[config.mk]
export PLATFORM = sky130hd
export DESIGN_NAME = abbt_queue
export DESIGN_NICKNAME = d
export VERILOG_FILES = /design/src/hdl/abbt_pkg.sv /design/src/hdl/abbt_queue.sv
export SDC_FILE = /design/constraint.sdc
export NUM_CORES = 1
export LEC_CHECK = 0
export ABC_AREA = 1
export BUFFER_PORTS_ARGS = -buffer_cell sky130_fd_sc_hd__buf_2
export CAP_MARGIN = 25
export CORE_MARGIN = 1.5
export CORE_UTILIZATION = 57
export DETAILED_ROUTE_END_ITERATION = 10
export GPL_ROUTABILITY_DRIVEN = 0
export PLACE_DENSITY = 0.89
export SYNTH_ARGS = -nofsm -noshare
export SYNTH_HDL_FRONTEND = slang
export SYNTH_SLANG_ARGS = --single-unit
[constraint.sdc]
create_clock -name i_clk -period 13.1 [get_ports i_clk]
set_input_delay 0 -clock i_clk [delete_from_list [all_inputs] [get_ports i_clk]]
set_output_delay 0 -clock i_clk [all_outputs]
set_load 0.02 [all_outputs]
[src/hdl/abbt_pkg.sv]
// Types, constants and register codes shared by the box transform modules.
`timescale 1ns / 1ps
package abbt_pkg;

    localparam int COORD_W   = 32;
    localparam int COEF_W    = 16;
    localparam int COEF_FRAC = COEF_W - 4;
    localparam int AXES      = 3;
    localparam int ROW_W     = AXES * COEF_W;
    localparam int CFG_W     = (ROW_W > COORD_W) ? ROW_W : COORD_W;
    localparam int CFG_IDX_W = 3;
    localparam int PROD_W    = COORD_W + COEF_W;
    localparam int SUM_W     = PROD_W + 2;
    localparam int RND_W     = SUM_W - COEF_FRAC;
    localparam int RES_W     = ((RND_W > COORD_W) ? RND_W : COORD_W) + 1;
    localparam int QDEPTH    = 4;
    localparam int QPTR_W    = $clog2(QDEPTH);

    typedef logic signed [COORD_W-1:0] t_coord;
    typedef logic signed [COEF_W-1:0]  t_coef;

    localparam logic [1:0] DIM_2D = 2'd2;
    localparam logic [1:0] DIM_3D = 2'd3;

    localparam logic [COEF_W-1:0] COEF_ONE = COEF_W'(1) << COEF_FRAC;
    localparam logic signed [SUM_W-1:0] RND_HALF = SUM_W'(1) << (COEF_FRAC - 1);
    localparam t_coord COORD_MAX = {1'b0, {(COORD_W-1){1'b1}}};
    localparam t_coord COORD_MIN = {1'b1, {(COORD_W-1){1'b0}}};

    typedef enum logic [CFG_IDX_W-1:0] {
        CFG_DIM     = 3'd0,
        CFG_ROW_X   = 3'd1,
        CFG_ROW_Y   = 3'd2,
        CFG_ROW_Z   = 3'd3,
        CFG_SHIFT_X = 3'd4,
        CFG_SHIFT_Y = 3'd5,
        CFG_SHIFT_Z = 3'd6
    } t_cfg_idx;

    typedef struct packed {
        t_coord x_lo;
        t_coord x_hi;
        t_coord y_lo;
        t_coord y_hi;
        t_coord z_lo;
        t_coord z_hi;
    } t_box_in;

    typedef struct packed {
        t_coord out_x_lo;
        t_coord out_x_hi;
        t_coord out_y_lo;
        t_coord out_y_hi;
        t_coord out_z_lo;
        t_coord out_z_hi;
        logic   saturated;
    } t_box_out;

    typedef struct packed {
        logic [1:0]                  dim;
        logic [AXES-1:0][ROW_W-1:0]  row;
        logic [AXES-1:0][COORD_W-1:0] shift;
    } t_cfg;

    // Ordered bounds of one box, as handed from front to back.
    typedef struct packed {
        logic                          two_d;
        logic [AXES-1:0][COORD_W-1:0]  mn;
        logic [AXES-1:0][COORD_W-1:0]  mx;
    } t_item;

endpackage

[src/hdl/abbt_queue.sv]
// Short FIFO between the front end and the arithmetic back end.
`timescale 1ns / 1ps
module abbt_queue (
    input  logic            i_clk,
    input  logic            i_rst_n,
    input  logic            i_push,
    input  abbt_pkg::t_item i_push_item,
    output logic            o_full,
    output logic            o_pop_valid,
    output abbt_pkg::t_item o_pop_item,
    input  logic            i_pop
);

    abbt_pkg::t_item              r_mem [abbt_pkg::QDEPTH];
    logic [abbt_pkg::QPTR_W-1:0]  r_wp;
    logic [abbt_pkg::QPTR_W-1:0]  r_rp;
    logic [abbt_pkg::QPTR_W:0]    r_cnt;
    logic                         do_push;
    logic                         do_pop;

    assign o_full      = (r_cnt == (abbt_pkg::QPTR_W + 1)'(abbt_pkg::QDEPTH));
    assign o_pop_valid = (r_cnt != '0);
    assign o_pop_item  = r_mem[r_rp];
    assign do_push     = i_push && !o_full;
    assign do_pop      = i_pop && o_pop_valid;

    always_ff @(posedge i_clk) begin
        if (!i_rst_n) begin
            r_wp  <= '0;
            r_rp  <= '0;
            r_cnt <= '0;
        end else begin
            if (do_push) begin
                r_wp <= r_wp + 1'b1;
            end
            if (do_pop) begin
                r_rp <= r_rp + 1'b1;
            end
            if (do_push && !do_pop) begin
                r_cnt <= r_cnt + 1'b1;
            end else if (do_pop && !do_push) begin
                r_cnt <= r_cnt - 1'b1;
            end
        end
    end

    always_ff @(posedge i_clk) begin
        if (do_push) begin
            r_mem[r_wp] <= i_push_item;
        end
    end

endmodule

==> results.md <==
* Status: complete, no violations
* Synth Area per Inst at 15.03 sq um
* Fill count at 2844
* EDFF count, synth at ~770
* Clk slew on worst S/H paths at 0.06 ns
* Post-DP HPWL at 37440 um
* Antenna violations before repair at 11
* Worst clock skew at 0.02524 ns
* Core Area at 0.05027 sq mm
* Max Buffers Root-to-Sink at 3
* CTS root buffer: clkbuf_16
* Initial core utilization at between 50% and 60%
* Max-slew violations at 0
* Synth Register Bits at just under 800
* Rel. slew slack at 23.21%
* ANT nets after route at 0
* Share of post-route cells with drive strength above 1 at between 20% and 30%
* Unique masters post-synth at 21
* Critical path launch point type: register
* Area grow syn2layout at 23.23%
* Worst Max-Slew Pin Slew at about 1.2 ns
* Vias post-DR at 19700
* IO Port Bufs at 391
* Final Util at 71.29%
* Post-Syn Area at ~0.029 sq mm
* Async SR Flop Fraction at 0%
* Synth Instances at 1935
* Min Tclk post-route at 3.997 ns
* YS warnings at 0
* Nets at 2702
* Total gr overflow at 0
* Routed wire length at about 77000 um
* Setup TNS at 0 ns
* Hold slack at 0.1483 ns
* Placed insts at 2891
* Largest fanout on the critical path at a little under 80
* Drt first pass iters at 5
* First-pass GRT wire length at around 110000 um
* Crit path kind: register to primary output
* Peak supply drop at 0.2096 mV
* Post-route insts no fill at 3238
* Slack of the critical path at 9.103 ns
* Die W at between 200 and 250 um
* Post-synth top flop: edfxtp_1
* Hold Violations, Final at 0
* Sequential Area at 0.02337 sq mm
* Final Setup Violations at 0
* MaxCap Viol Count at 0
* HP Class: input pin to register
* Worst Path Arrival at 4.00 ns
* Inserted Clock Buffers at 77
* Worst EP required at 13.10 ns
* Critical Path Sink Type: primary output
* Leakage power at 12.60 nW
* # rows at 82
* Vias in the first global route at roughly 20000
* Pin count of the biggest net entering global routing at roughly 280
* Die height at 228.9 um
* Total GRT Usage at 28.56%
* DRT iter0 DRCs at 2224
* Vias per std cell at 6.084
* Io pins at 392
* FMAX at 0.2502 GHz
* PwrDens at between 200 and 250 mW/mm^2
* Area occupied by multi-input gates at 0.004866 sq mm
* # DRC at 0
* Period utilisation layout at 30.51%
* Die ar. at 0.05239 sq mm
* Post-CTS Setup Inserts at 0
* Clk_lat worst skew at 0.60 ns
* CTS tree: done
* Clk sinks at slightly below 800
* Pre-CTS WS at 9.552 ns
* WL per Instance at 23.69 um
* Sequential share of the synthesized area at roughly four fifths
* Unrepaired setup endpoints after global routing: false
* Mapped Nets at 2138
* CTS H-tree lvls at 3
-- cell usage in the layout (no fill, tap or decap), drive strengths merged --
cell type,instances
diode,11
o22ai,193
edfxtp,772
dlygate4sd3,197
inv,18
fa,1
clkbuf,93
clkinvlp,2
nand3,4
ha,5
nand3b,1
dfxtp,9
a21oi,3
o21ai,387
xor2,1
buf,415
nand2,15
bufinv,8
clkinv,31
nor2,400
-- where the power goes --
part	internal, mW	leakage [nW]	switching, mW
logic	0.523	4.28	1.37
clock network	1.26	1.18	0.908
registers	3.04	7.15	0.106
total	4.82	12.6	2.39
-- state kept, by name, summed over array words and instances (netlist names), named ones only --
signal / cells
r_rp: 2
r_cnt: 3
r_wp: 2
r_mem: 772
-- cells by family (layout without fill, tap and decap cells) --
logic type,count (synthesis),count (layout),synth area share [%]
AOI/OAI and AO/OA,583,583,10.86
xor gates and xnor gates,1,1,0.03012
adders and majority gates,6,6,0.2839
buffers and inverters,144,764,3.050
DFF,781,781,80.32
other,0,11,0
and+or+nand+nor,420,420,5.450
-- cell usage after synthesis (5+ instances only) --
cell        n  share of area, %
buf_2      21              0.36
nor2_1    400               5.2
o21ai_0   353               6.1
dfxtp_1     9              0.62
o21ai_1    34              0.59
buf_4       9              0.23
o22ai_1   193               4.2
edfxtp_1  772                80
ha_1        5              0.22
nand2_1    15              0.19
inv_1      16              0.21
buf_6      28               1.1
clkbuf_1   63              0.81
-- routing by layer --
metal,global-route usage (%),part of all wire [%],vias up,wire [um]
met5,0,0,-,0
met4,17.50,5.9,0,4514
met3,4.965,8.1,301,6224
met2,48.47,51,1326,39270
met1,34.28,35,9620,26710
li1,-,-,8453,-
-- repair_timing --
item                                   in CTS  in global routing
hold buffers                              197                  0
resized for setup                           0                  0
endpoints found under the hold margin     781                  0
-- critical path, cell delays in order (launching register included) --
cell     delay (ns)
dfxtp_4        0.48
inv_4          0.45
buf_4          0.68
buf_4          0.76
o21ai_0        0.38
o22ai_1        0.28
buf_2          0.23
-- path summary, 6_finish.rpt --
check | from | end | slack [ns] | cells after the start
worst min-delay path | i_push_item[68] | r_mem[3][68] | 0.15 | 2
worst max-delay path | register | o_pop_item[190] | 9.10 | 6
worst max register to register | r_cnt[0] | r_mem[0][111] | 9.51 | 6
worst min register to register | r_rp[1] | register | 0.52 | 2
-- per-stage QoR --
step	total power [mW]	cell area (sq um)
3_3_place_gp	4.855	31260
3_5_place_dp	4.937	31310
5_1_grt	7.430	35840
6_report	7.205	35840
2_1_floorplan	4.405	29090
4_1_cts	7.114	35700
-- area by class of cell --
class / instances / area share (%)
sequential: 781 / 65.20
multi-input combinational: 1010 / 13.58
timing repair buffer: 612 / 11.81
clock buffer: 93 / 5.662
tap: 672 / 2.346
clock inverter: 42 / 1.103
inverter: 17 / 0.2199
antenna: 11 / 0.07680
No activity file was read; power rests on OpenSTA's default activity.
