$ cat src/hdl/abbt_pkg.sv
// Types, constants and register codes shared by the box transform modules.
`timescale 1ns / 1ps
package abbt_pkg;

    localparam int COORD_W   = 32;
    localparam int COEF_W    = 16;
    localparam int COEF_FRAC = COEF_W - 4;
    localparam int AXES      = 3;
    localparam int ROW_W     = AXES * COEF_W;
    localparam int CFG_W     = (ROW_W > COORD_W) ? ROW_W : COORD_W;
    localparam int CFG_IDX_W = 3;
    localparam int PROD_W    = COORD_W + COEF_W;
    localparam int SUM_W     = PROD_W + 2;
    localparam int RND_W     = SUM_W - COEF_FRAC;
    localparam int RES_W     = ((RND_W > COORD_W) ? RND_W : COORD_W) + 1;
    localparam int QDEPTH    = 4;
    localparam int QPTR_W    = $clog2(QDEPTH);

    typedef logic signed [COORD_W-1:0] t_coord;
    typedef logic signed [COEF_W-1:0]  t_coef;

    localparam logic [1:0] DIM_2D = 2'd2;
    localparam logic [1:0] DIM_3D = 2'd3;

    localparam logic [COEF_W-1:0] COEF_ONE = COEF_W'(1) << COEF_FRAC;
    localparam logic signed [SUM_W-1:0] RND_HALF = SUM_W'(1) << (COEF_FRAC - 1);
    localparam t_coord COORD_MAX = {1'b0, {(COORD_W-1){1'b1}}};
    localparam t_coord COORD_MIN = {1'b1, {(COORD_W-1){1'b0}}};

    typedef enum logic [CFG_IDX_W-1:0] {
        CFG_DIM     = 3'd0,
        CFG_ROW_X   = 3'd1,
        CFG_ROW_Y   = 3'd2,
        CFG_ROW_Z   = 3'd3,
        CFG_SHIFT_X = 3'd4,
        CFG_SHIFT_Y = 3'd5,
        CFG_SHIFT_Z = 3'd6
    } t_cfg_idx;

    typedef struct packed {
        t_coord x_lo;
        t_coord x_hi;
        t_coord y_lo;
        t_coord y_hi;
        t_coord z_lo;
        t_coord z_hi;
    } t_box_in;

    typedef struct packed {
        t_coord out_x_lo;
        t_coord out_x_hi;
        t_coord out_y_lo;
        t_coord out_y_hi;
        t_coord out_z_lo;
        t_coord out_z_hi;
        logic   saturated;
    } t_box_out;

    typedef struct packed {
        logic [1:0]                  dim;
        logic [AXES-1:0][ROW_W-1:0]  row;
        logic [AXES-1:0][COORD_W-1:0] shift;
    } t_cfg;

    // Ordered bounds of one box, as handed from front to back.
    typedef struct packed {
        logic                          two_d;
        logic [AXES-1:0][COORD_W-1:0]  mn;
        logic [AXES-1:0][COORD_W-1:0]  mx;
    } t_item;

endpackage

$ cat src/hdl/abbt_front.sv
// Front end: takes box requests, orders the bounds per axis, masks z in 2D mode.
`timescale 1ns / 1ps
module abbt_front (
    input  logic              i_clk,
    input  logic              i_rst_n,
    input  logic              i_in_valid,
    output logic              o_in_stall,
    input  abbt_pkg::t_box_in i_in_data,
    input  logic              i_two_d,
    output logic              o_push,
    output abbt_pkg::t_item   o_push_item,
    input  logic              i_q_full
);

    logic            r_v;
    logic            n_v;
    abbt_pkg::t_item r_item;
    abbt_pkg::t_item n_item;
    logic            accept;
    abbt_pkg::t_coord lo [abbt_pkg::AXES];
    abbt_pkg::t_coord hi [abbt_pkg::AXES];

    assign o_in_stall  = r_v && i_q_full;
    assign accept      = i_in_valid && !o_in_stall;
    assign o_push      = r_v && !i_q_full;
    assign o_push_item = r_item;

    always_comb begin
        lo[0] = i_in_data.x_lo;
        hi[0] = i_in_data.x_hi;
        lo[1] = i_in_data.y_lo;
        hi[1] = i_in_data.y_hi;
        lo[2] = i_in_data.z_lo;
        hi[2] = i_in_data.z_hi;
        n_item.two_d = i_two_d;
        for (int j = 0; j < abbt_pkg::AXES; j++) begin
            // bounds may come swapped; the corner set is the same either way
            if (lo[j] <= hi[j]) begin
                n_item.mn[j] = lo[j];
                n_item.mx[j] = hi[j];
            end else begin
                n_item.mn[j] = hi[j];
                n_item.mx[j] = lo[j];
            end
            if (i_two_d && j == abbt_pkg::AXES - 1) begin
                n_item.mn[j] = '0;
                n_item.mx[j] = '0;
            end
        end
    end

    always_comb begin
        if (accept) begin
            n_v = 1'b1;
        end else if (o_push) begin
            n_v = 1'b0;
        end else begin
            n_v = r_v;
        end
    end

    always_ff @(posedge i_clk) begin
        if (!i_rst_n) begin
            r_v <= 1'b0;
        end else begin
            r_v <= n_v;
        end
    end

    always_ff @(posedge i_clk) begin
        if (accept) begin
            r_item <= n_item;
        end
    end

endmodule

$ cat config.mk
export PLATFORM = sky130hd
export DESIGN_NAME = abbt_front
export DESIGN_NICKNAME = d
export VERILOG_FILES = /design/src/hdl/abbt_pkg.sv /design/src/hdl/abbt_front.sv
export SDC_FILE = /design/constraint.sdc
export NUM_CORES = 1
export LEC_CHECK = 0
export ABC_AREA = 1
export BUFFER_PORTS_ARGS = -buffer_cell sky130_fd_sc_hd__buf_2
export CAP_MARGIN = 20
export CORE_MARGIN = 2
export CORE_UTILIZATION = 50
export CTS_CLUSTER_DIAMETER = 120
export CTS_CLUSTER_SIZE = 40
export DETAILED_ROUTE_END_ITERATION = 10
export HOLD_SLACK_MARGIN = 0.02
export PLACE_DENSITY_LB_ADDON = 0.05
export SKIP_LAST_GASP = 1
export SLEW_MARGIN = 20
export SYNTH_ARGS = -nofsm -noshare
export SYNTH_HDL_FRONTEND = slang
export SYNTH_SLANG_ARGS = --single-unit
$ cat constraint.sdc
create_clock -name i_clk -period 13.13 [get_ports i_clk]
set_clock_uncertainty 0.05 [all_clocks]
set_input_delay 1.313 -clock i_clk [delete_from_list [all_inputs] [get_ports i_clk]]
set_output_delay 1.313 -clock i_clk [all_outputs]
set_load 0.02 [all_outputs]
==> summary.txt, run 1 <==
Floorplanning
  • Die ar.: 0.02638 sq mm
  • Initial core utilization: 51.29%
  • CORE AREA: 0.02446 sq mm
  • I/O pin total: 392
  • Row count: 57
  • Die height: 162.4 um
  • Die X-Extent: 162.4 um

Yosys
  • Post-Syn Area: 0.01255 sq mm
  • Synth cell types: 30
  • Synth warn: 0
  • Synth Register Bits: 194
  • Register area share after synthesis: 46.35%
  • Syn nets: 1728
  • Synth area leader: edfxtp_1
  • Synthesized area per cell: 8.743 sq um
  • Cell count after synthesis: 1435
  • Synth area leaders: edfxtp_1 46%, nand2_1 14%, nand4_1 9.7%
  • Share of the synthesized area in the top cell type: 46.20%

Power
  • LEAKAGE: 8.036 nW
  • Pwr Density: 121.8 mW/mm^2
  • Maximum vdd drop: 0.07022 mV
  • Total chip power: 0.001797 W

Detailed routing
  • ANT nets after route: 0
  • Vias after detailed routing: 10830
  • Avg Vias per Cell: 5.141
  • DR WL/cell: 16.03 um
  • Total Wirelength: 33.78 mm
  • Iteration-0 DRC count of the detailed router: 800
  • DRC viols: 0
  • Initial DRT Pass Iterations: 5

Worst hold path
  • Hold WC Path Type: flip-flop to flip-flop
  • Hold wc startpoint: r_v

CTS
  • Clock root cell: clkbuf_16
  • Clock Latency Late Sink: 0.43 ns
  • Clock H-tree levels: 4
  • Post-CTS Setup Bufs: 0
  • CTS tree: done
  • Cts hold-fix bufs: 0
  • Num CTS Buffers: 17
  • Clock sink count: 194
  • Post-CTS sizing: 0
  • Clk buf depth: 2
  • Clock-pin transition on the worst setup and hold timing paths: 0.07 ns

Cells and area
  • Final instance area: 0.01475 sq mm
  • Most frequent cells in the layout: 463 x nand2_1, 391 x buf_2, 220 x inv_1, 195 x nand4_1, 193 x edfxtp_1
  • Nets: 2060
  • Most common cell after layout, fill and taps aside: nand2_1
  • Layout area overhead: 17.58%
  • Layout cells sized above 1: 25.22%

Global route
  • Number of global-route vias before repair: 10100
  • Total track usage: 25.28%
  • Largest net degree at the start of global routing: 194
  • First-pass GRT wire length: 52.67 mm
  • Initial antenna violation count: 4
  • Grt ovf: 0

Worst setup path
  • CP Launch Type: primary input
  • Worst Setup SP: i_in_data[95]
  • Worst path arrival time: 4.51 ns
  • CP max stage delay: 0.70 ns
  • Max FO, Critical Path: 64
  • CP Capture Type: flip-flop
  • R2R Setup Slk: 11.30 ns
  • Slowest cell on crit path: nand4_2
  • Worst-path cell chain: buf_2 -> inv_1 -> ha_1 -> nand2_2 -> nor2_2 -> nand4_2 -> nor4_4 -> nand4_2 -> buf_4 -> nand3_4 -> nand2_1 -> nand2_1
  • Worst setup path category: primary input to flip-flop
  • CP required: 13.38 ns
  • Worst R2R Start: r_v

STA
  • Worst Max-Slew Pin Slew: 1.061 ns
  • Period utilization: 32.44%
  • Slew headroom: 29.26%
  • Final hold vios: 0
  • Setup TNS: 0 ns
  • RSZ-0062 raised after global routing: no
  • Final setup violation count: 0
  • Max Clk Rate: 234.7 MHz
  • Max-slew violations: 0
  • Tmin final: 4.260 ns

Placed design
  • Post-DP HPWL: 23.74 mm
  • Placement Cell Area: 0.01418 sq mm
  • Quantity of I/O buffers inserted on ports: 391
  • Final GP Congestion: 0.8461

Job
  • Max Cap Violations: 0

Run status
  • Status: finished, final reports clean
## per-stage QoR
step	util, %	worst slack (ns)	instances	hold WS (ns)
4_1_cts	60.27	8.894	2104	0.4505
2_1_floorplan	-	2.820	1435	0.4129
6_report	60.30	8.870	2107	0.4508
5_1_grt	60.27	8.617	2104	0.4866
3_5_place_dp	57.96	8.430	2072	0.4405
3_3_place_gp	57.92	8.246	2072	0.4239
## sequential cells by signal (all words and copies together), names as in the netlist
| signal | cells |
|---|---|
| o_push_item | 193 |
| r_v | 1 |
## report_power, final
| part | total (W) | leakage, nW | switching, W | internal [W] |
|---|---|---|---|---|
| clock network | 0.000520 | 0.277 | 0.000265 | 0.000255 |
| registers | 0.000788 | 1.91 | 0.0000163 | 0.000772 |
| logic | 0.000489 | 5.85 | 0.000333 | 0.000156 |
| total | 0.00180 | 8.04 | 0.000615 | 0.00118 |
## final cells by class
class	instances	area [sq um]
Multi-Input combinational cell	933	5090
Timing Repair Buffer	400	2037
Antenna cell	3	7.507
Sequential cell	194	5816
Tap cell	324	405.4
Clock buffer	18	429.2
Fill cell	2140	9711
Inverter	221	830.8
Clock inverter	14	136.4
## critical path: cells and delay by family
family / cells / cell delay [ns]
adders and majority gates: 1 / 0.36
buffers and inverters: 3 / 0.68
and+or+nand+nor: 8 / 2.10
## synthesized netlist by cell type
master	n
nor4_4	1
buf_2	14
dfxtp_1	1
buf_1	6
ha_1	96
buf_12	7
nand4_1	195
inv_1	220
nor3_1	3
inv_2	1
nand3_2	3
buf_6	33
a21oi_1	48
a21o_1	1
nand4_2	2
edfxtp_1	193
buf_4	20
nand3_1	8
nand2_2	3
nor2_2	2
clkbuf_1	1
o21a_1	6
o211ai_1	2
nand2_1	464
o21ai_0	12
clkbuf_8	6
nand3_4	2
nor4_2	1
a21boi_0	1
nor2_1	83
## per-layer routing
layer / share of wire [%] / vias to the layer above / track usage (%)
met4: 1.5 / 6 / 6.154
met5: 0.10 / - / 0
met2: 49 / 413 / 42.94
met3: 10 / 41 / 8.072
met1: 39 / 4895 / 31.44
li1: - / 5478 / -
## kinds of logic after synthesis
| group | count (synthesis) | share of synthesized area (%) |
|---|---|---|
| AO/OA/AOI/OAI | 70 | 2.992 |
| AND/OR/NAND/NOR | 767 | 27.76 |
| buffers and inverters | 308 | 13.31 |
| adder cells (fa/ha/maj) | 96 | 9.574 |
| flip-flops | 194 | 46.35 |
## final timing paths
| kind | depth (start not counted) | to |
|---|---|---|
| max | 12 | o_push_item[44] |
| min | 2 | r_v |
| max reg2reg | 4 | o_push_item[150] |
| min reg2reg | 2 | r_v |
(Power assumes the default switching activity.)
==> run 2: changes to the inputs <==
Settings changed: ABC_AREA 1 to 0.
Clock period 13.13 ns to 3.71 ns, I/O delays scaled along.
==> run 2 against run 1 <==
  * Setup slack worse by 8.1 ns
  * Synthesized cell count is 16% higher
  * Final cell count is 14% higher
  * Combinational power grew to 4.9 times the previous value
  * Critical path depth is 1 lower
  * Register-to-register slack worse by 9.3 ns
  * Worst hold slack worse by 0.37 ns
  * Sequential share of layout area is 7.8 points lower
  * Synthesized area is 23% higher
  * Cell area is 25% higher
==> summary.txt, run 2 <==
CTS
  • Post-CTS sizing: 0 (unchanged)
  • Cts hold-fix bufs: 0 (unchanged)
  • CTS tree: done (unchanged)
  • Post-CTS Setup Bufs: 0 (unchanged)
  • Clock-pin transition on the worst setup and hold timing paths: 0.07 ns (about the same)
  • Clock root cell: clkbuf_16 (unchanged)
  • Clock H-tree levels: 4 (unchanged)
  • Clock sink count: 194 (unchanged)
  • Num CTS Buffers: 17 (unchanged)
  • Clk buf depth: 2 (unchanged)
  • Clock Latency Late Sink: 0.45 ns (was 0.43 ns)

Cells and area
  • Area taken by multi-input logic gates: 0.008396 sq mm (was 0.005090 sq mm)
  • Nets: 2277 (was 2060)
  • Register Area: 0.005816 sq mm (unchanged)
  • Layout cells sized above 1: 27.84% (was 25.22%)
  • Layout area overhead: 19.46% (was 17.58%)
  • Fillcell total: 2691 (was 2140)
  • Most common cell after layout, fill and taps aside: buf_2 (was nand2_1)
  • Largest register FFs: 193 (unchanged)
  • Finished Core Util: 60.38% (was 60.30%)
  • Most frequent cells in the layout: 391 x buf_2, 257 x nor2_1, 193 x edfxtp_1, 166 x inv_1, 127 x o22ai_1 (was 463 x nand2_1, 391 x buf_2, 220 x inv_1, 195 x nand4_1, 193 x edfxtp_1)

Worst hold path
  • Hold wc startpoint: i_rst_n (was r_v)
  • Hold WC Path Type: primary input to flip-flop (was flip-flop to flip-flop)
  • Worst Hold Path EP: r_v (unchanged)
  • Worst hold stages: 2 (unchanged)

STA
  • Slew headroom: 33.92% (was 29.26%)
  • Final setup violation count: 0 (unchanged)
  • Period utilization: 80.37%
  • Max-slew violations: 0 (unchanged)
  • Post-route setup slack: 0.7283 ns (was 8.870 ns)
  • Tmin final: 2.982 ns
  • Setup TNS: 0 ns (unchanged)
  • RSZ-0062 raised after global routing: no (unchanged)
  • Worst Max-Slew Pin Slew: 0.9913 ns (was 1.061 ns)
  • Final hold vios: 0 (unchanged)
  • Max Clk Rate: 335.4 MHz

Power
  • Total chip power: 0.007250 W (was 0.001797 W)
  • LEAKAGE: 8.461 nW (was 8.036 nW)
  • Maximum vdd drop: 0.2674 mV (was 0.07022 mV)
  • Pwr Density: 394.6 mW/mm^2 (was 121.8 mW/mm^2)

Worst setup path
  • CP Capture Type: flip-flop (unchanged)
  • CP Launch Type: primary input (unchanged)
  • CP required: 3.86 ns (was 13.38 ns)
  • Max FO, Critical Path: 41 (was 64)
  • RR Endpoint: o_push_item[167] (was o_push_item[150])
  • Worst R2R Start: r_v (unchanged)
  • Worst path arrival time: 3.13 ns (was 4.51 ns)
  • Worst setup path category: primary input to flip-flop (unchanged)
  • R2R Setup Slk: 2.03 ns (was 11.30 ns)
  • Register-to-Register Path Depth: 3 (was 4)
  • Worst Setup SP: i_in_data[13] (was i_in_data[95])

Global route
  • Met2 usage: 47.97% (was 42.94%)
  • Most Crowded Layer GR: met2 (unchanged)
  • Initial antenna violation count: 10 (was 4)
  • Met3 Resource Use GR: 6.414% (was 8.072%)
  • Total track usage: 29.48% (was 25.28%)
  • GRT met1 Usage: 38.11% (was 31.44%)
  • First-pass GRT wire length: 74.35 mm (was 52.67 mm)
  • Number of global-route vias before repair: 13660 (was 10100)
  • Largest net degree at the start of global routing: 101 (was 194)
  • Grt ovf: 0 (unchanged)

Yosys
  • Post-Syn Area: 0.01538 sq mm (was 0.01255 sq mm)
  • Main synth FF type: edfxtp_1 (unchanged)
  • Synth cell types: 47 (was 30)
  • Synth warn: 0 (unchanged)
  • Cell count after synthesis: 1661 (was 1435)
  • Post-synth EDFFs: 193 (unchanged)
  • Syn nets: 1954 (was 1728)
  • Register area share after synthesis: 37.81% (was 46.35%)
  • Most frequent cells after synthesis: 257 x nor2_1, 193 x edfxtp_1, 166 x inv_1 (was 464 x nand2_1, 220 x inv_1, 195 x nand4_1)
  • Synth area leaders: edfxtp_1 38%, ha_1 7.8%, nor2_1 6.3% (was edfxtp_1 46%, nand2_1 14%, nand4_1 9.7%)
  • Synth area leader: edfxtp_1 (unchanged)
  • Synthesized area per cell: 9.260 sq um (was 8.743 sq um)
  • Count leader, synth: nor2_1 (was nand2_1)
  • Synth Register Bits: 194 (unchanged)
  • Async SR Flop Fraction: 0% (unchanged)
  • Share of the synthesized area in the top cell type: 37.68% (was 46.20%)

Detailed routing
  • Iteration-0 DRC count of the detailed router: 1597 (was 800)
  • DR WL/cell: 20.34 um (was 16.03 um)
  • Vias after detailed routing: 14830 (was 10830)
  • DRC viols: 0 (unchanged)
  • ANT nets after route: 0 (unchanged)
  • Avg Vias per Cell: 6.183 (was 5.141)
  • Total Wirelength: 48.80 mm (was 33.78 mm)
  • Initial DRT Pass Iterations: 7 (was 5)

Placed design
  • Post-DP HPWL: 33.88 mm (was 23.74 mm)
  • Pre-CTS setup slack: 0.2741 ns (was 8.430 ns)
  • Quantity of I/O buffers inserted on ports: 391 (unchanged)
  • Final GP Congestion: 0.8456 (was 0.8461)

Floorplanning
  • Die height: 179.4 um (was 162.4 um)
  • Row count: 64 (was 57)
  • Die X-Extent: 179.4 um (was 162.4 um)
  • Die ar.: 0.03218 sq mm (was 0.02638 sq mm)
  • CORE AREA: 0.03043 sq mm (was 0.02446 sq mm)
  • I/O pin total: 392 (unchanged)
  • Initial core utilization: 50.55% (was 51.29%)

Run status
  • Status: finished, final reports clean (unchanged)

Job
  • Max Cap Violations: 0 (unchanged)
run 2: cell count changes in the layout (fill, tap and decap cells not counted), moves of 66 or more:
cell and delta:
nor2_1 +175, nor3_1 +67, nand4_1 -176, nand2_1 -442, o22ai_1 +127, nand2b_1 +66
run 2: layer usage:
layer	share of wire, %	up-vias
met4	3.4	10
met5	0.12	-
met1	41	7121
li1	-	6966
met3	8.3	98
met2	47	637
run 2: layout make-up:
class | instances | share of cell area, %
Inverter | 168 | 3.432
Clock inverter | 14 | 1.021
Timing Repair Buffer | 439 | 13.09
Multi-Input combinational cell | 1164 | 45.69
Tap cell | 396 | 2.697
Antenna cell | 6 | 0.08172
Sequential cell | 194 | 31.65
Clock buffer | 18 | 2.336
run 2: cells by family after synthesis:
group / Yosys count / synth area share (%)
AOI/OAI and AO/OA: 476 / 23.72
and+or+nand+nor: 466 / 14.02
buffers and inverters: 303 / 7.931
DFF: 194 / 37.81
muxes: 126 / 8.704
adders and majority gates: 96 / 7.809
run 2: how the worst max path moves through the flow:
stage	endpoint	slack, ns	cells past startpoint
after detailed placement	o_push_item[167]	0.27	11
after floorplan	o_push_item[0]	-0.18	2
after CTS	o_push_item[167]	0.76	11
after global routing	o_push_item[53]	0.50	10
after global placement	o_push_item[81]	0.33	11
final	o_push_item[167]	0.73	11
run 2: through the flow:
stage / instance area, sq um / hold slack [ns] / cells
after global routing: 18370 / 0.07099 / 2397
final: 18370 / 0.08574 / 2399
after CTS: 18360 / 0.06397 / 2393
after detailed placement: 17740 / 0.5350 / 2361
after floorplan: 15390 / 0.4199 / 1661
after global placement: 17740 / 0.5254 / 2361
run 2: critical path, stage by stage:
cell and delay [ns]:
buf_2 0.09, inv_1 0.04, ha_1 0.30, a21oi_1 0.13
nor2_1 0.07, a211oi_2 0.30, a41oi_4 0.22, nor2_4 0.59
buf_12 0.34, mux2_1 0.36, a211o_1 0.28
run 2: power breakdown:
group | internal, W | switching [W]
logic | 0.000934 | 0.00148
registers | 0.00274 | 0.0000723
clock network | 0.00113 | 0.000892
