### src/hdl/abbt_pkg.sv
// Types, constants and register codes shared by the box transform modules.
`timescale 1ns / 1ps
package abbt_pkg;

    localparam int COORD_W   = 32;
    localparam int COEF_W    = 16;
    localparam int COEF_FRAC = COEF_W - 4;
    localparam int AXES      = 3;
    localparam int ROW_W     = AXES * COEF_W;
    localparam int CFG_W     = (ROW_W > COORD_W) ? ROW_W : COORD_W;
    localparam int CFG_IDX_W = 3;
    localparam int PROD_W    = COORD_W + COEF_W;
    localparam int SUM_W     = PROD_W + 2;
    localparam int RND_W     = SUM_W - COEF_FRAC;
    localparam int RES_W     = ((RND_W > COORD_W) ? RND_W : COORD_W) + 1;
    localparam int QDEPTH    = 4;
    localparam int QPTR_W    = $clog2(QDEPTH);

    typedef logic signed [COORD_W-1:0] t_coord;
    typedef logic signed [COEF_W-1:0]  t_coef;

    localparam logic [1:0] DIM_2D = 2'd2;
    localparam logic [1:0] DIM_3D = 2'd3;

    localparam logic [COEF_W-1:0] COEF_ONE = COEF_W'(1) << COEF_FRAC;
    localparam logic signed [SUM_W-1:0] RND_HALF = SUM_W'(1) << (COEF_FRAC - 1);
    localparam t_coord COORD_MAX = {1'b0, {(COORD_W-1){1'b1}}};
    localparam t_coord COORD_MIN = {1'b1, {(COORD_W-1){1'b0}}};

    typedef enum logic [CFG_IDX_W-1:0] {
        CFG_DIM     = 3'd0,
        CFG_ROW_X   = 3'd1,
        CFG_ROW_Y   = 3'd2,
        CFG_ROW_Z   = 3'd3,
        CFG_SHIFT_X = 3'd4,
        CFG_SHIFT_Y = 3'd5,
        CFG_SHIFT_Z = 3'd6
    } t_cfg_idx;

    typedef struct packed {
        t_coord x_lo;
        t_coord x_hi;
        t_coord y_lo;
        t_coord y_hi;
        t_coord z_lo;
        t_coord z_hi;
    } t_box_in;

    typedef struct packed {
        t_coord out_x_lo;
        t_coord out_x_hi;
        t_coord out_y_lo;
        t_coord out_y_hi;
        t_coord out_z_lo;
        t_coord out_z_hi;
        logic   saturated;
    } t_box_out;

    typedef struct packed {
        logic [1:0]                  dim;
        logic [AXES-1:0][ROW_W-1:0]  row;
        logic [AXES-1:0][COORD_W-1:0] shift;
    } t_cfg;

    // Ordered bounds of one box, as handed from front to back.
    typedef struct packed {
        logic                          two_d;
        logic [AXES-1:0][COORD_W-1:0]  mn;
        logic [AXES-1:0][COORD_W-1:0]  mx;
    } t_item;

endpackage

### src/hdl/abbt_cfg.sv
// Configuration register file of the box transform.
`timescale 1ns / 1ps
module abbt_cfg (
    input  logic                            i_clk,
    input  logic                            i_rst_n,
    input  logic                            i_cfg_valid,
    output logic                            o_cfg_ready,
    input  logic [abbt_pkg::CFG_IDX_W-1:0]  i_cfg_index,
    input  logic [abbt_pkg::CFG_W-1:0]      i_cfg_data,
    output abbt_pkg::t_cfg                  o_cfg
);

    abbt_pkg::t_cfg r_cfg;

    assign o_cfg_ready = 1'b1;
    assign o_cfg       = r_cfg;

    always_ff @(posedge i_clk) begin
        if (!i_rst_n) begin
            r_cfg.dim <= abbt_pkg::DIM_3D;
            for (int i = 0; i < abbt_pkg::AXES; i++) begin
                r_cfg.row[i]   <= abbt_pkg::ROW_W'(abbt_pkg::COEF_ONE) << (i * abbt_pkg::COEF_W);
                r_cfg.shift[i] <= '0;
            end
        end else if (i_cfg_valid) begin
            unique case (i_cfg_index)
                abbt_pkg::CFG_DIM: begin
                    // only 2 or 3 axes are legal; anything else is dropped
                    if (i_cfg_data[1:0] == abbt_pkg::DIM_2D ||
                        i_cfg_data[1:0] == abbt_pkg::DIM_3D) begin
                        r_cfg.dim <= i_cfg_data[1:0];
                    end
                end
                abbt_pkg::CFG_ROW_X:   r_cfg.row[0]   <= i_cfg_data[abbt_pkg::ROW_W-1:0];
                abbt_pkg::CFG_ROW_Y:   r_cfg.row[1]   <= i_cfg_data[abbt_pkg::ROW_W-1:0];
                abbt_pkg::CFG_ROW_Z:   r_cfg.row[2]   <= i_cfg_data[abbt_pkg::ROW_W-1:0];
                abbt_pkg::CFG_SHIFT_X: r_cfg.shift[0] <= i_cfg_data[abbt_pkg::COORD_W-1:0];
                abbt_pkg::CFG_SHIFT_Y: r_cfg.shift[1] <= i_cfg_data[abbt_pkg::COORD_W-1:0];
                abbt_pkg::CFG_SHIFT_Z: r_cfg.shift[2] <= i_cfg_data[abbt_pkg::COORD_W-1:0];
                default: ;
            endcase
        end
    end

endmodule

### config.mk
export PLATFORM = sky130hd
export DESIGN_NAME = abbt_cfg
export DESIGN_NICKNAME = d
export VERILOG_FILES = /design/src/hdl/abbt_pkg.sv /design/src/hdl/abbt_cfg.sv
export SDC_FILE = /design/constraint.sdc
export NUM_CORES = 1
export LEC_CHECK = 0
export ABC_AREA = 0
export BUFFER_PORTS_ARGS = -buffer_cell sky130_fd_sc_hd__buf_2
export CAP_MARGIN = 15
export CORE_MARGIN = 2
export CORE_UTILIZATION = 33
export CTS_BUF_LIST = sky130_fd_sc_hd__clkbuf_4
export CTS_CLUSTER_DIAMETER = 200
export DETAILED_ROUTE_END_ITERATION = 8
export PLACE_DENSITY = 0.56
export REMOVE_ABC_BUFFERS = 1
export SKIP_CTS_REPAIR_TIMING = 1
export SYNTH_ARGS = -nofsm -noshare
export SYNTH_HDL_FRONTEND = slang
export SYNTH_SLANG_ARGS = --single-unit
### constraint.sdc
create_clock -name i_clk -period 3.22 [get_ports i_clk]
set_input_delay 0.161 -clock i_clk [delete_from_list [all_inputs] [get_ports i_clk]]
set_output_delay 0.161 -clock i_clk [all_outputs]
set_load 0.005 [all_outputs]
==> impl_metrics.csv, run 1 <==
group,metric,value,unit
yosys,synth.distinct_cells,19,
sta,clock_skew,0,ps
worst_setup_path,cp_max_fo,25,
finish,design_area,11500,um2
cts,clkSinkCount,242,
die,start_util,33.6,%
cts,cts_root_buf,"clkbuf_4",
power_and_ir_drop,ir_drop,0.255,mV
route,ant_nets,0,
route,dr.pass1.iters,5,
finish,largest_register_ffs,242,
place,postPlaceCellArea,10100,um2
die,die-area,26900,um2
yosys,ys_seq_area_share,57.3,%
cts,clkTransAtPathRegs,60,ps
route,vias_per_cell,4.69,
yosys,synth_cells,1064,
place,port-buffer-count,295,
die,die_w,164,um
yosys,synth_area_per_cell,7.95,um2
sta,drv_slew,0,
worst_setup_path,critPathLaunch,"i_cfg_valid",
finish,nets,1463,
place,gp_congestion,0.756,
worst_setup_path,critPathRequiredTime,3810,ps
route,routedWlPerCell,15.8,um
sta,grt_setup_unrepaired,"no",
run,cap_violations,0,
sta,setup_ws,1490,ps
place,dp_slack,1300,ps
die,io_pins,297,
cts,numCtsBuffers,69,
grt,overflow,0,
finish,areaGrowthSynthToFinish,35.4,%
grt,grt_pass1_wl,42.5,mm
place,dp.cells,1618,
sta,tightest_slew,895,ps
die,core,25200,um2
cts,cts-htree-levels,3,
grt,grt_max_degree,95,
sta,finalCritPeriodShare,53.6,%
cts,clk_latency,620,ps
place,hpwl,17.4,mm
worst_setup_path,critPathCaptureType,"register",
sta,timing.hold.ws,182,ps
route,drt_iter0_drc,467,
yosys,yosys_warnings,0,
yosys,ys_seq_elements,242,
sta,setup_violations,0,
worst_setup_path,cp.arrival,2310,ps
route,route.detailed.drc,0,
worst_setup_path,cp-start-kind,"input port",
route,dr_total_vias,8353,
sta,relSlewSlack,40.2,%
die,die-height,164,um
cts,cts_buffer_depth,3,
die,placement_rows,58,
worst_setup_path,rr_startpoint,"o_cfg[236]",
finish,final_cells,1780,
run_status,status,"complete, no violations",
sta,finalHoldViolCount,0,
min_path,hold_start,"i_cfg_index[2]",
grt,grt.total_usage,20.0,%
finish,drive_above_1_share,29.3,%
worst_setup_path,critPathKind,"input port to register",
grt,grt_pass1_vias,7790,
min_path,min_path_type,"input port to register",
grt,antenna_found_initial,1,
power_and_ir_drop,p_leak,4.92,nW
yosys,syn_area,8460,um2
route,totalWireLength,28.1,mm
sta,fin_crit,1730,ps
cts,cts_tree,"yes",
power_and_ir_drop,power_density,558,nW/um2
sta,fmax,580,MHz
-- final timing paths --
path | to | slack (ps) | cells after the start
hold / removal | o_cfg[241] | 180 | 3
setup / recovery | o_cfg[236] | 1490 | 6
setup reg to reg | o_cfg[236] | 2080 | 3
hold reg to reg | o_cfg[241] | 450 | 1
-- critical path: stages --
cell and delay (ps):
buf_2 240, and4b_2 690, buf_4 460, nand2_1 110
nand3_1 100, dlygate4sd3_1 540
-- metrics by stage --
step | power [mW] | TNS, ps | utilization [%]
6_report | 6.39 | 0 | 45.5
5_1_grt | 6.72 | 0 | 45.5
4_1_cts | 6.45 | 0 | 43.5
3_5_place_dp | 3.53 | 0 | 40.0
3_3_place_gp | 3.52 | 0 | 40.0
2_1_floorplan | 3.30 | -227820 | -
-- layer usage --
metal	part of all wire [%]	routed length, um	global-route usage (%)	vias to the layer above
li1	-	-	-	4153
met4	1.6	453	6.10	0
met1	43	12000	25.4	3846
met5	0	0	0	-
met2	46	12800	31.1	312
met3	9.9	2790	8.03	42
-- layout make-up --
cell class / instances / area (um2)
Clock buffer: 100 / 751
Timing Repair Buffer: 358 / 2090
Clock inverter: 10 / 118
Antenna cell: 2 / 5.00
Multi-Input combinational cell: 737 / 3230
Sequential cell: 242 / 4840
Tap cell: 330 / 413
Fill cell: 2590 / 13700
Inverter: 1 / 8.76
-- cells in the final DEF (no fill, tap or decap), drive strengths merged --
cell	count
diode	2
nand3	3
dfxtp	242
a211o	1
clkbuf	100
buf	308
and4b	3
nand4bb	3
and4bb	3
conb	1
a311o	1
nor4b	1
a21boi	1
dlygate4sd3	50
clkinv	6
nand2	480
bufinv	3
inv	2
nand4b	3
a21oi	237
-- cell families (layout without fill, tap and decap cells) --
kind of cell	count (synthesis)	in the layout	synth area share [%]
AO/OA/AOI/OAI	240	240	14.3
buffers and inverters	85	469	5.09
flip-flops	242	242	57.3
other	1	3	0.0443
AND/OR/NAND/NOR	496	496	23.3
-- cell usage after synthesis, drive strengths merged --
library cell	instances	area share (%)
and4bb	3	0.44
and4b	3	0.35
nand4b	3	0.31
buf	39	3.0
a21oi	237	14
nand3	3	0.18
a211o	1	0.10
dfxtp	242	57
nand2	480	21
nor4b	1	0.28
conb	1	0.044
nand4bb	3	0.40
a21boi	1	0.089
clkinv	1	0.044
a311o	1	0.12
clkbuf	45	2.0
-- power breakdown --
part	switching, mW	internal, mW
Clock	1.24	1.64
Sequential	0.0296	3.06
Combinational	0.256	0.163
Power figures use the tool's default switching activity.
==> run 2, diff against run 1 <==
==> constraint.sdc (replaced) <==
create_clock -name i_clk -period 1.6 [get_ports i_clk]
set_input_delay 0.08 -clock i_clk [delete_from_list [all_inputs] [get_ports i_clk]]
set_output_delay 0.08 -clock i_clk [all_outputs]
set_load 0.005 [all_outputs]
==> impl_metrics.csv, run 2 (same netlist as run 1, synthesis figures left out) <==
group,metric,value,unit
place,postPlaceCellArea,10400,um2
place,port-buffer-count,295,
finish,areaGrowthSynthToFinish,39.5,%
finish,nFillCells,2607,
worst_setup_path,r2r_slack,470,ps
worst_setup_path,slowest_stage,"dfxtp_1",
cts,cts_root_buf,"clkbuf_4",
cts,clkSinkCount,242,
grt,grt_pass1_wl,43.3,mm
die,die_w,164,um
route,dr.pass1.iters,7,
power_and_ir_drop,clkPwrFrac,44.3,%
grt,antenna_found_initial,2,
worst_setup_path,critPathKind,"register to primary output",
sta,fin_crit,1200,ps
min_path,hold_start,"i_cfg_index[2]",
place,hpwl,18.5,mm
power_and_ir_drop,p_comb_share,7.3,%
finish,seqCellArea,4840,um2
route,routedWlPerCell,15.9,um
route,drt_iter0_drc,376,
die,die-height,164,um
power_and_ir_drop,total_power,12.8,mW
sta,tightest_slew,618,ps
power_and_ir_drop,p_int,9.71,mW
finish,nets,1484,
worst_setup_path,cp_top_family,"flip-flops",
grt,overflow,0,
cts,clkTransAtPathRegs,60,ps
min_path,min_path_type,"input port to register",
power_and_ir_drop,ir_drop,0.511,mV
finish,largest_register_ffs,242,
power_and_ir_drop,seq_power_share,48.4,%
worst_setup_path,critPathRequiredTime,1520,ps
finish,drive_above_1_share,30.2,%
worst_setup_path,r2r_cells,3,
route,vias_per_cell,4.68,
grt,grt_max_degree,58,
worst_setup_path,reg2reg_to,"o_cfg[108]",
route,dr_total_vias,8452,
worst_setup_path,cp_max_fo,2,
cts,cts_buffer_depth,3,
worst_setup_path,path_buf_inv,1,
die,io_pins,297,
finish,multi_input_area,3230,um2
finish,layout_commonest_cell,"nand2_1",
run_status,status,"complete, no violations",
finish,most-common-layout-cells,"nand2_1, buf_2, dfxtp_1",
grt,grt_pass1_vias,7761,
finish,design_area,11800,um2
die,placement_rows,58,
run,cap_violations,0,
sta,drv_slew,0,
route,ant_nets,0,
route,route.detailed.drc,0,
grt,grt.total_usage,20.4,%
power_and_ir_drop,switching_power,3.12,mW
power_and_ir_drop,power_density,1090,nW/um2
sta,finalCritPeriodShare,75.1,%
cts,numCtsBuffers,69,
sta,timing.hold.ws,105,ps
min_path,worstHoldPathCells,4,
cts,clk_latency,610,ps
die,core,25200,um2
cts,cts-htree-levels,3,
power_and_ir_drop,p_leak,5.10,nW
sta,fmax,832,MHz
place,gp_congestion,0.755,
sta,clock_skew,0,ps
sta,grt_setup_unrepaired,"no",
worst_setup_path,cp.arrival,1120,ps
worst_setup_path,cp-start-kind,"register",
worst_setup_path,crit_chain,"buf_2",
power_and_ir_drop,switching_share,24.3,%
sta,setup_violations,0,
sta,relSlewSlack,58.8,%
cts,cts_tree,"yes",
die,start_util,33.6,%
sta,finalHoldViolCount,0,
route,totalWireLength,28.8,mm
min_path,whs_endpoint,"o_cfg[240]",
finish,post-route-util,46.9,%
worst_setup_path,critPathCaptureType,"primary output",
worst_setup_path,slowest_delay,350,ps
die,die-area,26900,um2
worst_setup_path,rr_startpoint,"o_cfg[108]",
run 2: cell count changes in the layout (fill, tap and decap cells not counted):
cell and delta:
buf_4 +5, clkinv_2 -1, bufinv_16 -1, buf_12 +16, clkinv_1 +5, inv_2 +2
run 2: worst register-to-register path, cell delays in order, from the launching register on:
cell and delay [ps]:
dfxtp_1 310, nand2_1 50, nand3_1 80, dlygate4sd3_1 570
run 2: metrics by stage:
stage / TNS, ps / setup slack (ps) / instances
6_report: 0 / 398 / 1806
5_1_grt: 0 / 281 / 1806
4_1_cts: 0 / 311 / 1754
3_5_place_dp: 0 / 348 / 1639
3_3_place_gp: 0 / 390 / 1639
2_1_floorplan: -595810 / -2980 / 980
run 2: worst max-delay path by stage:
stage | start | endpoint | depth (start not counted)
2_1_floorplan | i_rst_n | o_cfg[240] | 2
3_3_place_gp | i_cfg_valid | o_cfg[133] | 5
3_5_place_dp | i_cfg_valid | o_cfg[216] | 5
4_1_cts | o_cfg[36] | o_cfg[36] | 1
5_1_grt | o_cfg[49] | o_cfg[49] | 1
6_report | o_cfg[73] | o_cfg[73] | 1
run 2: metal layers:
metal	GRT usage [%]	up-vias	part of all wire (%)
met5	0	-	0
met2	31.6	342	46
li1	-	4194	-
met4	6.26	0	1.4
met1	26.2	3884	43
met3	8.06	32	9.9
run 2: cell type report:
type / instances / area share [%]
diodes: 2 / 0.0424
clock buffers: 100 / 6.36
clock inverters: 15 / 0.922
inverters: 1 / 0.0742
multi-input cells: 737 / 27.3
flip-flops and latches: 242 / 41.1
well taps: 330 / 3.50
repair buffers: 379 / 20.7
run 2: power by group through the flow:
stage	Sequential, mW	Clock (mW)	Combinational, mW
2_1_floorplan	6.36	0	0.288
3_3_place_gp	6.34	0	0.832
3_5_place_dp	6.35	0	0.839
4_1_cts	6.21	5.92	0.841
5_1_grt	6.22	6.28	1.02
6_report	6.21	5.69	0.931
==> run 3, diff against run 2 <==
--- a/config.mk
+++ b/config.mk
@@ -13,7 +13,7 @@
 export CTS_BUF_LIST = sky130_fd_sc_hd__clkbuf_4
 export CTS_CLUSTER_DIAMETER = 200
 export DETAILED_ROUTE_END_ITERATION = 8
-export PLACE_DENSITY = 0.56
+export PLACE_DENSITY = 0.58
 export REMOVE_ABC_BUFFERS = 1
 export SKIP_CTS_REPAIR_TIMING = 1
 export SYNTH_ARGS = -nofsm -noshare
==> constraint.sdc (replaced) <==
create_clock -name i_clk -period 1.1 [get_ports i_clk]
set_input_delay 0.055 -clock i_clk [delete_from_list [all_inputs] [get_ports i_clk]]
set_output_delay 0.055 -clock i_clk [all_outputs]
set_load 0.005 [all_outputs]
==> impl_metrics.csv, run 3 (same netlist as run 1, synthesis figures left out) <==
group,metric,value,unit
die,io_pins,297,
route,vias_per_cell,4.73,
place,postPlaceCellArea,10500,um2
sta,finalHoldViolCount,0,
route,dr_total_vias,8641,
route,route.detailed.drc,0,
sta,fin_tns_setup,-1750,ps
sta,grt_setup_unrepaired,"yes",
worst_setup_path,path_buf_inv,1,
sta,fmax,873,MHz
route,totalWireLength,30.0,mm
cts,cts_tree,"yes",
worst_setup_path,cp_max_fo,2,
place,hpwl,18.6,mm
sta,timing.hold.ws,64.0,ps
route,dr.pass1.iters,7,
sta,fin_crit,1150,ps
worst_setup_path,slowest_delay,350,ps
grt,grt.total_usage,20.6,%
route,ant_nets,0,
cts,cts_root_buf,"clkbuf_4",
place,gp_congestion,0.785,
finish,areaGrowthSynthToFinish,57.0,%
route,routedWlPerCell,16.4,um
finish,diodes,0,
die,core,25200,um2
finish,largest_register_ffs,242,
finish,design_area,13300,um2
power_and_ir_drop,ir_drop,0.763,mV
grt,grt_max_degree,57,
die,start_util,33.6,%
grt,overflow,0,
finish,most-common-layout-cells,"nand2_1, dfxtp_2, a21oi_1",
cts,cts-htree-levels,3,
min_path,min_path_type,"input port to register",
worst_setup_path,cp-start-kind,"register",
run_status,status,"complete, but fails checks",
sta,setup_violations,155,
sta,drv_slew,0,
run,cap_violations,0,
die,die-height,164,um
sta,finalCritPeriodShare,104,%
cts,cts_buffer_depth,3,
worst_setup_path,crit_chain,"buf_2",
route,drt_iter0_drc,525,
worst_setup_path,critPathRequiredTime,1040,ps
worst_setup_path,cp.arrival,1090,ps
cts,numCtsBuffers,68,
grt,grt_pass1_wl,43.0,mm
die,die_w,164,um
sta,setup_ws,-45.9,ps
power_and_ir_drop,total_power,19.1,mW
worst_setup_path,slowest_stage,"dfxtp_2",
die,placement_rows,58,
power_and_ir_drop,p_leak,5.43,nW
place,port-buffer-count,295,
grt,antenna_found_initial,0,
worst_setup_path,critPathKind,"register to primary output",
power_and_ir_drop,power_density,1440,nW/um2
cts,clkSinkCount,242,
worst_setup_path,critPathCaptureType,"primary output",
finish,drive_above_1_share,47.0,%
run_status,failed_checks,"setup timing",
worst_setup_path,cp_top_family,"flip-flops",
finish,layout_commonest_cell,"nand2_1",
grt,grt_pass1_vias,7691,
cts,clkTransAtPathRegs,60,ps
finish,nets,1502,
sta,clock_skew,0,ps
die,die-area,26900,um2
cts,clk_latency,620,ps
run 3: cell types whose count changed in the layout (fill, tap and decap cells not counted), sizes merged:
cell / before / now
diode: 2 / 0
buf: 329 / 349
bufinv: 2 / 3
clkbuf: 100 / 96
clkinv: 10 / 20
inv: 4 / 2
dlygate4sd3: 50 / 49
run 3: stage by stage:
stage | cells | utilization (%) | worst slack (ps)
global route | 1828 | 52.8 | -137
finish | 1828 | 52.8 | -45.9
global placement | 1643 | 41.6 | -24.0
detailed placement | 1643 | 41.6 | -52.3
floorplan | 980 | - | -3460
CTS | 1763 | 45.2 | -156
run 3: where the power goes:
| group | total (mW) | internal [mW] | switching, mW | leakage [nW] |
|---|---|---|---|---|
| registers | 9.10 | 8.98 | 0.118 | 2.07 |
| clock network | 8.52 | 4.74 | 3.78 | 0.524 |
| logic | 1.50 | 0.707 | 0.792 | 2.84 |
run 3: per-layer routing:
metal	wire (um)	vias up	GRT usage, %
met5	0	-	0
met4	495	0	6.50
met3	2550	38	7.32
met2	13900	296	31.7
met1	13000	4064	26.9
li1	-	4243	-
run 3: area by class of cell:
class,count,area [um2]
fillers,2388,11900
flip-flops and latches,242,5150
multi-input cells,737,3230
inverters,1,8.76
repair buffers,398,3600
clock inverters,24,171
well taps,330,413
clock buffers,96,721
run 3: final timing paths:
kind                                      from          to  slack, ps  cells past startpoint
worst max-delay path                 o_cfg[65]   o_cfg[65]        -50                      1
worst min-delay path            i_cfg_index[2]  o_cfg[240]         60                      4
worst max register to register      o_cfg[240]  o_cfg[240]        240                      2
worst min register to register      o_cfg[241]  o_cfg[241]        440                      1
